===== config.mk =====
export PLATFORM = sky130hd
export DESIGN_NAME = lcdcdb_driver
export DESIGN_NICKNAME = d
export VERILOG_FILES = /design/src/lcdcdb_pkg.sv /design/src/lcdcdb_ram.sv /design/src/lcdcdb_driver.sv
export SDC_FILE = /design/constraint.sdc
export NUM_CORES = 2
export LEC_CHECK = 0
export ABC_AREA = 1
export BUFFER_PORTS_ARGS = -buffer_cell sky130_fd_sc_hd__clkbuf_2
export CORE_AREA = 4 4 415 417
export DETAILED_ROUTE_END_ITERATION = 7
export DIE_AREA = 0 0 419 421
export GPL_ROUTABILITY_DRIVEN = 1
export PLACE_DENSITY = 0.7
export SYNTH_ARGS = -nofsm -noshare
export SYNTH_HDL_FRONTEND = slang
export SYNTH_SLANG_ARGS = --single-unit

===== constraint.sdc =====
create_clock -name clk -period 15.8 [get_ports clk]
set_clock_uncertainty 0.1 [all_clocks]
set_input_delay 3.95 -clock clk [delete_from_list [all_inputs] [get_ports clk]]
set_output_delay 3.95 -clock clk [all_outputs]
set_load 0.005 [all_outputs]

===== src/lcdcdb_pkg.sv =====
// Package with types and constants of the LCD column driver bank.
`timescale 1ns / 1ps

package lcdcdb_pkg;

  // Fixed field widths of the request and result.
  localparam int MASK_W    = 3;
  localparam int BYTE_W    = 8;
  localparam int CHIP_W    = 2;
  localparam int PAGE_W    = 2;
  localparam int COL_W     = 6;
  localparam int RAM_AW    = PAGE_W + COL_W;
  localparam int RAM_DEPTH = 1 << RAM_AW;
  // Wide enough to hold any driver count from one to eight.
  localparam int DRV_CNT_W = 4;

  // Request and result packing.
  localparam int IN_DATA_W  = 24;
  localparam int IN_USER_W  = 2;
  localparam int OUT_DATA_W = 16;

  // Command bytes.
  localparam logic [BYTE_W-1:0] CMD_DISP_OFF  = 8'h38;
  localparam logic [BYTE_W-1:0] CMD_DISP_ON   = 8'h39;
  localparam logic [BYTE_W-1:0] CMD_STEP_DOWN = 8'h3A;
  localparam logic [BYTE_W-1:0] CMD_STEP_UP   = 8'h3B;
  localparam logic [COL_W-1:0]  CMD_START_PG  = 6'h3E;

  // Control bundle from the top level to one driver.
  typedef struct packed {
    logic              clr_en;
    logic [RAM_AW-1:0] clr_addr;
    logic              wr_en;
    logic              is_data;
    logic [BYTE_W-1:0] bus_byte;
    logic              rd_en;
    logic [PAGE_W-1:0] page;
    logic [COL_W-1:0]  column;
  } drv_req_t;

endpackage


===== src/lcdcdb_ram.sv =====
// Display RAM of one driver: one write port, one read port with registered data.
`timescale 1ns / 1ps

module lcdcdb_ram
  import lcdcdb_pkg::*;
(
  input  logic              clk,
  input  logic              we,
  input  logic [RAM_AW-1:0] waddr,
  input  logic [BYTE_W-1:0] wdata,
  input  logic              re,
  input  logic [RAM_AW-1:0] raddr,
  output logic [BYTE_W-1:0] rdata
);

  logic [BYTE_W-1:0] mem [RAM_DEPTH];

  // Write port.
  always_ff @(posedge clk) begin
    if (we) begin
      mem[waddr] <= wdata;
    end
  end

  // Read port; the data holds while no read is issued.
  always_ff @(posedge clk) begin
    if (re) begin
      rdata <= mem[raddr];
    end
  end

endmodule


===== src/lcdcdb_driver.sv =====
// One column driver: address, mode registers and its display RAM.
`timescale 1ns / 1ps

module lcdcdb_driver
  import lcdcdb_pkg::*;
#(
  parameter int COLUMNS = 50
) (
  input  logic              clk,
  input  logic              rst,
  input  drv_req_t          req,
  output logic [BYTE_W-1:0] rd_data,
  output logic              on_flag
);

  logic [RAM_AW-1:0] addr;
  logic [RAM_AW-1:0] addr_next;
  logic              step_down;
  logic              step_down_next;
  logic [PAGE_W-1:0] top_page;
  logic [PAGE_W-1:0] top_page_next;
  logic              on_flag_next;
  logic [COL_W:0]    col_inc;
  logic [COL_W-1:0]  col_step;
  logic              ram_we;
  logic [RAM_AW-1:0] ram_waddr;
  logic [BYTE_W-1:0] ram_wdata;
  logic [RAM_AW-1:0] ram_raddr;

  // Column step after a data write, wrapping at the last column.
  always_comb begin
    col_inc = {1'b0, addr[COL_W-1:0]} + (COL_W+1)'(1);
    if (step_down) begin
      col_step = (addr[COL_W-1:0] == '0) ? COL_W'(COLUMNS - 1)
                                          : addr[COL_W-1:0] - COL_W'(1);
    end else begin
      col_step = (col_inc >= (COL_W+1)'(COLUMNS)) ? '0 : col_inc[COL_W-1:0];
    end
  end

  // Data writes and command decoding.
  always_comb begin
    addr_next      = addr;
    step_down_next = step_down;
    top_page_next  = top_page;
    on_flag_next   = on_flag;
    if (req.wr_en) begin
      if (req.is_data) begin
        addr_next = {addr[RAM_AW-1:COL_W], col_step};
      end else if (req.bus_byte == CMD_DISP_OFF) begin
        on_flag_next = 1'b0;
      end else if (req.bus_byte == CMD_DISP_ON) begin
        on_flag_next = 1'b1;
      end else if (req.bus_byte == CMD_STEP_DOWN) begin
        step_down_next = 1'b1;
      end else if (req.bus_byte == CMD_STEP_UP) begin
        step_down_next = 1'b0;
      end else if (req.bus_byte[COL_W-1:0] == CMD_START_PG) begin
        top_page_next = req.bus_byte[BYTE_W-1:COL_W];
      end else if ({1'b0, req.bus_byte[COL_W-1:0]} < (COL_W+1)'(COLUMNS)) begin
        addr_next = req.bus_byte;
      end
    end
  end

  // Driver registers.
  always_ff @(posedge clk) begin
    if (rst) begin
      addr      <= '0;
      step_down <= 1'b0;
      top_page  <= '0;
      on_flag   <= 1'b0;
    end else begin
      addr      <= addr_next;
      step_down <= step_down_next;
      top_page  <= top_page_next;
      on_flag   <= on_flag_next;
    end
  end

  // RAM port selection: the clearing pass takes the write port after reset.
  assign ram_we    = req.clr_en | (req.wr_en & req.is_data);
  assign ram_waddr = req.clr_en ? req.clr_addr : addr;
  assign ram_wdata = req.clr_en ? '0 : req.bus_byte;
  assign ram_raddr = {top_page + req.page, req.column};

  lcdcdb_ram u_ram (
    .clk   (clk),
    .we    (ram_we),
    .waddr (ram_waddr),
    .wdata (ram_wdata),
    .re    (req.rd_en),
    .raddr (ram_raddr),
    .rdata (rd_data)
  );

endmodule


==> impl_metrics.csv <==
group,metric,value,unit
status,status,"complete, no violations",
timing,slew_violations,0,
critical_path,critical_path.top_delay_family,"buffers and inverters",
floorplan,fp.dieArea,0.176,mm²
clock_network,cts_max_level,4,
route,drtPass1Iterations,7,
timing,relSlewSlack,0.0957,
power_and_ir_drop,p_total,11500,µW
floorplan,ioPinCount,39,
critical_path,r2r.worst_path.cells,8,
power_and_ir_drop,p_sw_frac,0.226,
critical_path,crit_arrival,8.76,ns
timing,worst_pin_slew,1.36,ns
floorplan,start_util,0.497,
yosys,yosysWarnings,0,
placement,place_area,0.0858,mm²
critical_path,r2r_start,"addr[1]",
critical_path,critPathBufInv,5,
power_and_ir_drop,ir_worst_vdd,0.112,mV
yosys,ys.flop_type,"edfxtp_1",
yosys,synth_area_per_cell,11.8,µm²
yosys,yosys.area.top_type,"edfxtp_1",
power_and_ir_drop,p_clk_frac,0.411,
run,cap_violations,0,
critical_path,crit_start,"req[0]",
critical_path,crit_cells,15,
final_layout,fillCellCount,13586,
route,vias_per_cell,6.03,
route,drc,0,
clock_network,path_clk_slew,0.06,ns
critical_path,crit_fanout,107,
timing,rsz0062_at_grt,"no",
final_layout,syn2layout_area_growth,9.99,%
critical_path,start_kind,"input pin",
clock_network,clk_latency,0.82,ns
yosys,netlist_area,0.0838,mm²
power_and_ir_drop,netSwitchingPower,2600,µW
yosys,netlist_instances,7132,
critical_path,crit_type,"in2reg",
grt,grt_pass1_vias,53044,
yosys,ys_types,27,
clock_network,clock-root-buffer,"clkbuf_16",
floorplan,die_w,419,µm
critical_path,worstPathRequired,16.39,ns
clock_network,cts_buffers,203,
timing,setup_viol,0,
power_and_ir_drop,pwr-share-seq,0.526,
grt,grt_pass1_wl,340000,µm
grt,grt_overflow,0,
floorplan,core_area,0.169,mm²
final_layout,layout-drive-gt1-share,0.0591,
grt,grtUsageTotal,0.255,
route,first_iter_violations,8151,
floorplan,die_h,421,µm
yosys,synthTopCellsByArea,"edfxtp_1 (74%), nand3_1 (12%), nand2_1 (9.6%), clkbuf_1 (1.5%), nor2_1 (1.3%)",
critical_path,path_common_cell,"nand3_1",
yosys,yosys-top-cells-count,"nand2_1 (2,136), edfxtp_1 (2,056), nand3_1 (2,029), clkbuf_1 (345), nor2_1 (290)",
critical_path,worstPathCellList,"buf_8, buf_4, buf_4, buf_4, buf_4, nand2_1, nand3_1, nand3_1, nand3_1, nand3_1, nand3_1, nand3_1, nand2_1, nand2_1, nand2_1",
critical_path,cp-endpoint,"u_ram.rdata[5]",
final_layout,fin_nets,7004,
critical_path,slowest_delay,0.86,ns
clock_network,cts_tree,"done",
route,routedWlPerCell,24.4,µm
yosys,yosysTopAreaCellShare,0.736,
timing,clock.fmax,122,MHz
power_and_ir_drop,p_per_area,125,mW/mm²
critical_path,cpMaxStageDelayCell,"buf_4",
worst_hold_path,hold_class,"reg2reg",
clock_network,cts.sinks,2068,
route,ant_nets,0,
timing,setup_tns,0,ns
placement,gp_congestion,0.881,
route,drt-total-wl,228000,µm
power_and_ir_drop,p_comb_frac,0.062,
power_and_ir_drop,power.internal,8920,µW
timing,final-hold-violation-count,0,
grt,grt_max_degree,233,
clock_network,cts_post_setup_buffers_inserted,0,
yosys,synth_most_common_cell,"nand2_1",
yosys,yosysSeqAreaShare,0.739,
grt,antenna_found_initial,2,
final_layout,finalInstanceArea,0.0922,mm²
yosys,ys_seq_elements,2068,
route,vias,56357,
clock_network,ctsHoldBuffers,0,
placement,hpwl,124000,µm
clock_network,clk_path_buf_depth,3,
yosys,synth_fp_nets,7167,
timing,period_share,0.517,
yosys,synthArstFlopShare,0,
yosys,synth_edf_count,2056,
critical_path,ff2ff_setup_slack,11.63,ns
floorplan,rows,151,
clock_network,cts_resized,0,
critical_path,r2r-end,"u_ram.mem[192][2]",
placement,port_buffers,38,
timing,period_needed,8.17,ns
critical_path,worstSetupEndpointType,"register",
power_and_ir_drop,power.leakage,0.0321,µW
==> final cells by class <==
type / count / area, µm² / area share
diodes: 2 / 5.00 / 0.0000543
multi-input cells: 4537 / 19900 / 0.216
well taps: 2218 / 2780 / 0.0301
inverters: 42 / 184 / 0.00199
clock buffers: 258 / 5350 / 0.0580
clock inverters: 101 / 1080 / 0.0117
flip-flops and latches: 2068 / 62000 / 0.672
repair buffers: 117 / 953 / 0.0103
==> per-layer routing <==
layer	wire, µm	track usage	up-vias	share of wire
met5	25	0	-	0.00011
met4	11100	0.117	4	0.048
met3	24800	0.0522	535	0.11
met2	105000	0.390	3427	0.46
met1	87100	0.353	27388	0.38
li1	-	-	25003	-
==> stage by stage <==
stage                     cells  hold slack [ns]  utilization  worst slack [ns]
final                      9343            0.351        0.547              7.63
after detailed placement   8982            0.345        0.508              6.91
after floorplan            7132            0.327            -              4.23
after CTS                  9341            0.354        0.547              7.79
after global routing       9341            0.380        0.547              7.38
after global placement     8982            0.339        0.508              6.99
==> worst min-delay path: cells and delay by family, from the launching register on <==
kind	cells	cell delay (ns)
DFF	1	0.31
buffers and inverters	1	0.05
AOI/OAI and AO/OA	1	0.05
==> power groups by stage <==
stage                     combinational (µW)  sequential, µW  clock [µW]
after floorplan                          421            6200           0
after global placement                   698            6180           0
after detailed placement                 706            6180           0
after CTS                                709            6060        4770
after global routing                     770            6060        5010
final                                    719            6060        4730
==> cell families after synthesis <==
kind of cell	Yosys count	share of synthesized area
buf+inv	527	0.0247
flops	2068	0.739
simple gates	4478	0.231
fa+ha+maj	5	0.000746
xor+xnor	10	0.00104
compound gates	44	0.00287
==> flip-flops by register name (all words and copies together) (netlist names) <==
register / count
u_ram.mem: 2048
addr: 8
u_ram.rdata: 8
top_page: 2
on_flag: 1
step_down: 1
==> worst min path at each step <==
| stage | startpoint | endpoint | cells after the start |
|---|---|---|---|
| after floorplan | top_page[0] | top_page[0] | 2 |
| after global placement | top_page[0] | top_page[0] | 2 |
| final | top_page[0] | top_page[0] | 2 |
| after detailed placement | top_page[0] | top_page[0] | 2 |
| after CTS | top_page[0] | top_page[0] | 2 |
| after global routing | addr[6] | addr[6] | 2 |
==> placed cells by master, fill, tap and decap left out, types with 15 or more instances in the layout <==
cell       instances
bufinv_16         20
clkinv_1          40
clkbuf_1          52
clkinv_2          28
a21oi_1           21
nor2_1           282
clkbuf_16        206
clkbuf_2          34
nand2_1         2130
o21ai_0           15
nand3_1         2025
edfxtp_1        2056
buf_4             69
inv_1             33
Power figures use the tool's default switching activity.
